--- src/sv/zsc_pkg.sv ---
// shared constants, codes and divider handshake types for the z-score standardizer
package zsc_pkg;

  localparam int MAX_ROWS_DEF    = 256;
  localparam int MAX_COLUMNS_DEF = 16;
  localparam int DATA_W          = 32;
  localparam int NUM_W           = 80;
  localparam int SUM_W           = 48;
  localparam int TEST_POS_W      = 12;
  localparam int ADDR_W          = 3;

  localparam logic [31:0] ONE_Q16 = 32'h0001_0000;

  localparam logic [1:0] ACT_LOAD     = 2'd0;
  localparam logic [1:0] ACT_FINALIZE = 2'd1;
  localparam logic [1:0] ACT_EMIT     = 2'd2;
  localparam logic [1:0] ACT_TEST     = 2'd3;

  localparam logic [1:0] ST_OK        = 2'd0;
  localparam logic [1:0] ST_FULL      = 2'd1;
  localparam logic [1:0] ST_NO_ROWS   = 2'd2;
  localparam logic [1:0] ST_NOT_READY = 2'd3;

  localparam logic REG_COLUMN_COUNT  = 1'b0;
  localparam logic REG_MIN_DEVIATION = 1'b1;

  typedef struct packed {
    logic              start;
    logic [NUM_W-1:0]  num;
    logic [DATA_W-1:0] den;
  } div_req_t;

  typedef struct packed {
    logic             busy;
    logic             done;
    logic [NUM_W-1:0] quot;
  } div_rsp_t;

endpackage

--- src/sv/zsc_div.sv ---
// restoring unsigned divider, one quotient bit per cycle
module zsc_div
  import zsc_pkg::*;
(
  input  logic     clk,
  input  logic     rst,
  input  div_req_t req,
  output div_rsp_t rsp
);

  localparam int CNT_W = $clog2(NUM_W + 1);

  logic [NUM_W-1:0]  numq;
  logic [DATA_W-1:0] den;
  logic [DATA_W-1:0] rem;
  logic [CNT_W-1:0]  cnt;
  logic              busy;
  logic              done;
  logic [DATA_W:0]   rem_sh;
  logic              fits;

  assign rem_sh = {rem, numq[NUM_W-1]};
  assign fits   = rem_sh >= {1'b0, den};

  always_ff @(posedge clk) begin
    if (rst) begin
      busy <= 1'b0;
      done <= 1'b0;
      cnt  <= '0;
    end else begin
      done <= busy && (cnt == CNT_W'(1));
      if (req.start && !busy) begin
        numq <= req.num;
        den  <= req.den;
        rem  <= '0;
        cnt  <= CNT_W'(NUM_W);
        busy <= 1'b1;
      end else if (busy) begin
        rem  <= fits ? DATA_W'(rem_sh - {1'b0, den}) : rem_sh[DATA_W-1:0];
        numq <= {numq[NUM_W-2:0], fits};
        cnt  <= cnt - 1'b1;
        if (cnt == CNT_W'(1)) busy <= 1'b0;
      end
    end
  end

  assign rsp.busy = busy;
  assign rsp.done = done;
  assign rsp.quot = numq;

  a_no_start_busy: assert property (@(posedge clk) disable iff (rst) req.start |-> !busy)
    else $error("divider started while busy");
  a_done_single: assert property (@(posedge clk) disable iff (rst) done |=> !done)
    else $error("divider done held longer than one cycle");
  a_cnt_live: assert property (@(posedge clk) disable iff (rst) busy |-> cnt != '0)
    else $error("divider busy with no steps left");

endmodule

--- config.mk ---
export PLATFORM = sky130hd
export DESIGN_NAME = zsc_div
export DESIGN_NICKNAME = d
export VERILOG_FILES = /design/src/sv/zsc_pkg.sv /design/src/sv/zsc_div.sv
export SDC_FILE = /design/constraint.sdc
export NUM_CORES = 1
export LEC_CHECK = 0
export ABC_CLOCK_PERIOD_IN_PS = 6900
export BUFFER_PORTS_ARGS = -buffer_cell sky130_fd_sc_hd__clkbuf_2
export CAP_MARGIN = 20
export CORE_MARGIN = 5
export CORE_UTILIZATION = 31
export DETAILED_ROUTE_END_ITERATION = 7
export PLACE_DENSITY = 0.5
export SLEW_MARGIN = 15
export SYNTH_ARGS = -nofsm -noshare
export SYNTH_HDL_FRONTEND = slang
export SYNTH_SLANG_ARGS = --single-unit
--- constraint.sdc ---
create_clock -name clk -period 6.9 [get_ports clk]
set_clock_uncertainty 0.1 [all_clocks]
set_input_delay 0.345 -clock clk [delete_from_list [all_inputs] [get_ports clk]]
set_output_delay 0.345 -clock clk [all_outputs]
set_load 0.005 [all_outputs]
==> impl_results.md, run 1 <==
- Status: completed
- PD cells: between 200 and 300 nW/µm²
- Pins Over Slew Limit: 0
- Placed Instances: 1336
- CP max FO: 24
- Minimum hold slack: 0.02453 ns
- Crit path cell chain: ha_1, nand4_2, or4_1, o31a_1, o211ai_2, a211oi_2, nor2_2, buf_4, nor2_1, a211oi_1
- Leak Pwr: 4.578 nW
- Mapped Cells: around 840
- Die Area: 29350 µm²
- Sequential area share after synthesis: 55.83%
- Gp weighted congestion: 0.8359
- Setup Viol. Count Final: 0
- Post-route clock period utilization: between 50% and 60%
- Vias in the first global route: 6739
- Hold Vio Cnt, Final: 0
- 1st-pass router iterations: 5
- DR WL/cell: 15.60 µm
- Share of cells above drive strength 1: 22.98%
- Distinct cells, synth: 55
- First-pass GRT wire length: between 30 and 40 mm
- R2R setup slack: around 3.4 ns
- Min Tclk post-route: about 3.5 ns
- Worst path arrival time: approximately 3.6 ns
- Clk_lat worst skew: 0.43 ns
- CTS Sinks: 153
- Die Span X: 171.3 µm
- Syn Area/Cell: 9.616 µm²
- CTS Buf Count: 17
- Row Count: 59
- Net count after synthesis: 989
- Synth warn: 0
- DR iter-0 viols: 305
- FF+latch count, synth: 153
- Clk slew on worst S/H paths: ~0.07 ns
- # Post-CTS Setup Buffers: 0
- Vias: 6554
- CTS tree: built
- Finished Cell Area: 10230 µm²
- Slowest CP cell: or4_1
- Share of flip-flops with an asynchronous set or reset: 0%
- Slew headroom: 34.43%
- Final Non-Filler Cells: 1398
- Initial antenna violation count: 3
- Synthesized area: 8068 µm²
- I/O pins: a little under 200
- RSZ-0062 raised after global routing: no
- Post-DP HPWL: 15.62 mm
- Crit Path Category: reg -> reg
- Final WL: 21.80 mm
- GR Util All Layers: 15.05%
- FMAX: 284.1 MHz
- Total grt overflow: 0
- Worst hold path type: in -> reg
- Placed cell areas: 9368 µm²
- Total power: 2.732 mW
- Worst Tran Pin Value: 0.9812 ns
- Ys flop type: edfxtp_1
- Max-Cap Viols: 0
- NumNets Final: 1200
- Vert. Die Dim: roughly 170 µm
- Final ANT Viol Nets: 0
- Hold_buf cts: 29
- Port bufs: ~200
- Core area: between 20000 and 30000 µm²
- # resized after CTS: 0
- Vias/cell: around 4.7
- CP peak stage delay: 0.55 ns
- Syn-to-layout area delta: 26.83%
- H-tree depth: 4
- Initial Utilization: between 30% and 40%
- Max VDD drop: 0.1647 mV
- Post-synth EDFFs: 144
- Worst setup SP type: flip-flop
- Longest Clk Path Bufs: 2
- DRC viols: 0
- Crit path capture type: flip-flop
- CP Data Required Time: 7.02 ns
- Largest net degree at the start of global routing: 79
- Clk root buf: clkbuf_16
- TNS Setup: 0 ns
## per-stage QoR
stage               setup WS, ns  utilization (%)
global placement           3.375            36.26
floorplan                 0.8832                -
global route               3.142            39.60
CTS                        3.308            39.55
finish                     3.380            39.60
detailed placement         3.331            36.26
## cell usage after synthesis (2+ instances only)
| library cell | n | area [µm²] |
|---|---|---|
| xnor2_1 | 16 | 140.1 |
| nor4_1 | 4 | 25.02 |
| nand3_1 | 8 | 40.04 |
| o31a_1 | 2 | 17.52 |
| ha_1 | 34 | 425.4 |
| o21ai_0 | 28 | 140.1 |
| o21a_1 | 4 | 30.03 |
| nand2_1 | 296 | 1111 |
| edfxtp_1 | 144 | 4324 |
| or4_1 | 2 | 15.01 |
| a21oi_1 | 56 | 280.3 |
| a211oi_1 | 15 | 112.6 |
| nor3_1 | 18 | 90.09 |
| nand2b_1 | 9 | 56.30 |
| o31ai_1 | 2 | 15.01 |
| inv_1 | 41 | 153.9 |
| buf_2 | 7 | 35.03 |
| dfxtp_1 | 9 | 180.2 |
| clkbuf_1 | 28 | 105.1 |
| nor3b_1 | 3 | 22.52 |
| nor2_1 | 38 | 142.6 |
| nor4b_1 | 3 | 26.28 |
| a31oi_1 | 3 | 18.77 |
| and2_1 | 2 | 12.51 |
| or3b_1 | 2 | 17.52 |
| a21boi_0 | 3 | 22.52 |
| a21o_1 | 12 | 90.09 |
| xor2_1 | 7 | 61.31 |
| o21bai_1 | 4 | 30.03 |
| nor2b_1 | 4 | 25.02 |
| o211ai_1 | 4 | 30.03 |
| nand4_1 | 5 | 31.28 |
| a21oi_2 | 2 | 17.52 |
| buf_4 | 2 | 15.01 |
| a211o_1 | 2 | 17.52 |
## power breakdown
part	internal [mW]	switching, mW	total (mW)
registers	1.13	0.0425	1.17
clock network	0.504	0.416	0.921
logic	0.258	0.382	0.640
## worst max-delay path, delay by kind of cell, from the launching register on
kind | cells | cell delay [ns]
adders and majority gates | 1 | 0.45
buffers and inverters | 1 | 0.39
and+or+nand+nor | 4 | 1.28
DFF | 1 | 0.39
AOI/OAI and AO/OA | 4 | 0.72
## registers in the layout, summed over array words and instances, names as in the netlist
signal and cells:
den 32, busy 1, rem 32, done 1, cnt 7, numq 80
## cell usage in the layout, fill, tap and decap left out, drive strengths merged, types with 3 or more instances in the layout
cell type	netlist	layout
a21o	12	12
nor4b	3	3
ha	34	34
o21bai	4	4
a211oi	16	16
dlygate4sd3	0	30
a21boi	3	3
nor4	4	4
nor2	38	38
dfxtp	9	9
o211ai	5	5
clkinv	0	3
edfxtp	144	144
a31oi	3	3
a21oi	58	58
nand3	8	8
nand2b	9	9
o21ai	28	28
nor2b	4	4
nand2	296	296
buf	11	5
nor3b	3	3
xnor2	16	16
nor3	18	18
nand4	6	6
xor2	7	7
o21a	4	4
inv	41	49
clkbuf	28	213
## logic make-up after synthesis
family	count (synthesis)	share of synthesized area [%]
flip-flops	153	55.83
buffers and inverters	80	4.017
adder cells (fa/ha/maj)	35	5.521
AND/OR/NAND/NOR	400	20.64
XOR/XNOR	23	2.497
AO/OA/AOI/OAI	147	11.37
multiplexers	1	0.1241
## metal layers
layer / wire length [µm] / global-route usage [%]
met3: 2405 / 7.653
met1: 9202 / 18.54
met2: 9836 / 23.48
met5: 34 / 0
met4: 323 / 4.030
## area by class of cell
class	instances	area, µm²
diodes	1	2.502
clock buffers	17	425.4
clock inverters	14	136.4
fillers	2697	15610
inverters	41	153.9
multi-input cells	606	3272
flip-flops and latches	153	4504
well taps	335	419.2
repair buffers	231	1319
## path summary, 6_finish.rpt
kind	startpoint	endpoint	depth (start not counted)
worst min register to register	cnt[6]	cnt[6]	1
worst min-delay path	req[4]	den[4]	1
worst max-delay path	rem[17]	rem[1]	10
worst max register to register	rem[17]	rem[1]	10
No activity file was read; power rests on OpenSTA's default activity.
==> run 2: changes to the inputs <==
- ABC_CLOCK_PERIOD_IN_PS: 6900 -> 3250
- clock period: 6.9 -> 3.25 ns (I/O delays scaled with it)
==> impl_results.md, run 2 (synthesis gave the netlist of run 1 again) <==
- Crit Path Category: reg -> reg
- Share of cells above drive strength 1: 23.48% (+0.51 points)
- Final ANT Viol Nets: 0 (unchanged)
- Worst hold path type: in -> reg
- Core area: 25840 µm² (unchanged)
- Crit path capture type: flip-flop
- Row Count: 59 (unchanged)
- Clk slew on worst S/H paths: 0.07 ns (about the same)
- Leak Pwr: 5.085 nW (+11%)
- Clk root buf: clkbuf_16
- Slew headroom: 51.63% (+17 points)
- PD cells: 542.8 nW/µm² (+100%)
- Max-Cap Viols: 0 (unchanged)
- Clk_lat worst skew: 0.43 ns (about the same)
- Syn-to-layout area delta: 40.88%
- CTS tree: built
- NumNets Final: 1308 (+9.0%)
- Pins Over Slew Limit: 0 (unchanged)
- Port bufs: 196 (unchanged)
- Initial antenna violation count: 1 (-2)
- Commonest non-fill, non-tap cell in the layout: nand2_1
- Final setup margin: 0.1316 ns (-3.248 ns)
- DR iter-0 viols: 372 (+22%)
- Worst reg2reg path startpoint: rem[8]
- Worst r2r dst: rem[28]
- Post-route clock period utilization: 95.95% (+45 points)
- I/O pins: 197 (unchanged)
- Worst setup startpoint: rem[8]
- Final WL: 23.69 mm (+8.6%)
- Max reg flops: 80 (unchanged)
- Finished Cell Area: 11370 µm² (+11%)
- Vias: 7104 (+8.4%)
- Worst Tran Pin Value: 0.7239 ns (-0.2573 ns)
- Vert. Die Dim: 171.3 µm (unchanged)
- Total grt overflow: 0 (unchanged)
- R2R depth: 9 (-1)
- Status: completed
- Die Area: 29350 µm² (unchanged)
- R2R setup slack: 0.13 ns (-3.25 ns)
- Vias in the first global route: 7278 (+8.0%)
- Placed cell areas: 9625 µm² (+2.8%)
- Most frequent cells in the layout: 296 x nand2_1, 196 x clkbuf_2, 144 x edfxtp_1
- Final Util: 43.99% (+4.4 points)
- Worst path arrival time: 3.18 ns (-0.46 ns)
- Longest Clk Path Bufs: 2 (unchanged)
- RSZ-0062 raised after global routing: no
- Critical path endpoint: rem[28]
- DR WL/cell: 15.73 µm (+0.85%)
- Min Tclk post-route: 3.118 ns (-0.4021 ns)
- Hold Vio Cnt, Final: 0 (unchanged)
- Pre-CTS setup slack: 0.01150 ns (-3.320 ns)
- Post-DP HPWL: 16.73 mm (+7.1%)
- Number of diodes: 0 (-1)
- CP Data Required Time: 3.31 ns (-3.71 ns)
- Gp weighted congestion: 0.8294 (-0.78%)
- CTS Buf Count: 17 (unchanged)
- DRC viols: 0 (unchanged)
- Biggest register: numq
- 1st-pass router iterations: 7 (+2)
- Worst setup SP type: flip-flop
- Vias/cell: 4.717 (+0.62%)
- H-tree depth: 4 (unchanged)
- Minimum hold slack: 0.005960 ns (-0.01857 ns)
- Max VDD drop: 0.3209 mV (+95%)
- FMAX: 320.7 MHz (+13%)
- GR Util All Layers: 16.07% (+1.0 points)
- Die Span X: 171.3 µm (unchanged)
- CTS Sinks: 153 (unchanged)
- Initial Utilization: 31.23% (unchanged)
- Setup Viol. Count Final: 0 (unchanged)
- Largest net degree at the start of global routing: 79 (unchanged)
- First-pass GRT wire length: 37.69 mm (+7.5%)
- Biggest regs: numq: 80 flops, den: 32 flops, rem: 32 flops
- CP max FO: 10 (-58%)
[run 2: cell types whose count changed in the layout (fill, tap and decap cells not counted), sizes merged]
cell,delta
buf,+26
bufinv,+1
clkbuf,+1
clkinv,-1
clkinvlp,-1
diode,-1
dlygate4sd3,+81
inv,+1
or2,+1
[run 2: timing repair]
item / 4_1_cts / 5_1_grt
pin swaps: 0 / 1
hold buffers: 110 / 1
gates resized for setup: 0 / 6
endpoints found under the setup margin: 1 / 20
hold endpoints to repair: 110 / 1
setup buffers: 0 / 0
gates cloned: 0 / 1
[run 2: metrics by stage]
stage | cells | TNS [ns] | power [mW]
floorplan | 839 | 0 | 3.463
global placement | 1362 | 0 | 3.992
detailed placement | 1362 | 0 | 3.992
CTS | 1504 | -0.01678 | 6.215
global route | 1506 | 0 | 6.515
finish | 1506 | 0 | 6.169
[run 2: metal layers]
layer	routed length, µm	track usage (%)	vias to the layer above
li1	-	-	3539
met1	10270	19.91	3309
met2	11300	27.25	227
met3	1766	5.355	27
met4	342	3.858	2
met5	7	0	-
[run 2: worst min path at each step]
stage,endpoint,startpoint,slack [ns],depth (start not counted)
finish,numq[0],req[32],0.006,3
floorplan,done,rst,0.13,1
global placement,den[7],req[7],0.24,1
detailed placement,den[7],req[7],0.24,1
CTS,numq[77],req[109],0.003,3
global route,cnt[1],req[112],0.04,3
[run 2: layout make-up]
type | instances | area, µm²
clock inverter | 14 | 176.4
multi-input combinational | 607 | 3296
clock buffer | 18 | 429.2
tap | 335 | 419.2
sequential | 153 | 4504
timing repair buffer | 338 | 2387
fill | 2558 | 14470
inverter | 41 | 153.9
[run 2: where the power goes]
part           internal [mW]  total (mW)  switching, mW
Clock                   1.17        2.10          0.929
Sequential              2.40        2.49         0.0963
Combinational          0.700        1.58          0.876
[run 2: critical path, stage by stage, from the launching register on]
cell and delay (ns):
edfxtp_1 0.39, ha_1 0.37, nand4_1 0.18, or4_1 0.55, o31a_1 0.30, o211ai_2 0.07, a211oi_2 0.07, or2_2 0.44
nor4b_1 0.32, nor3_1 0.08
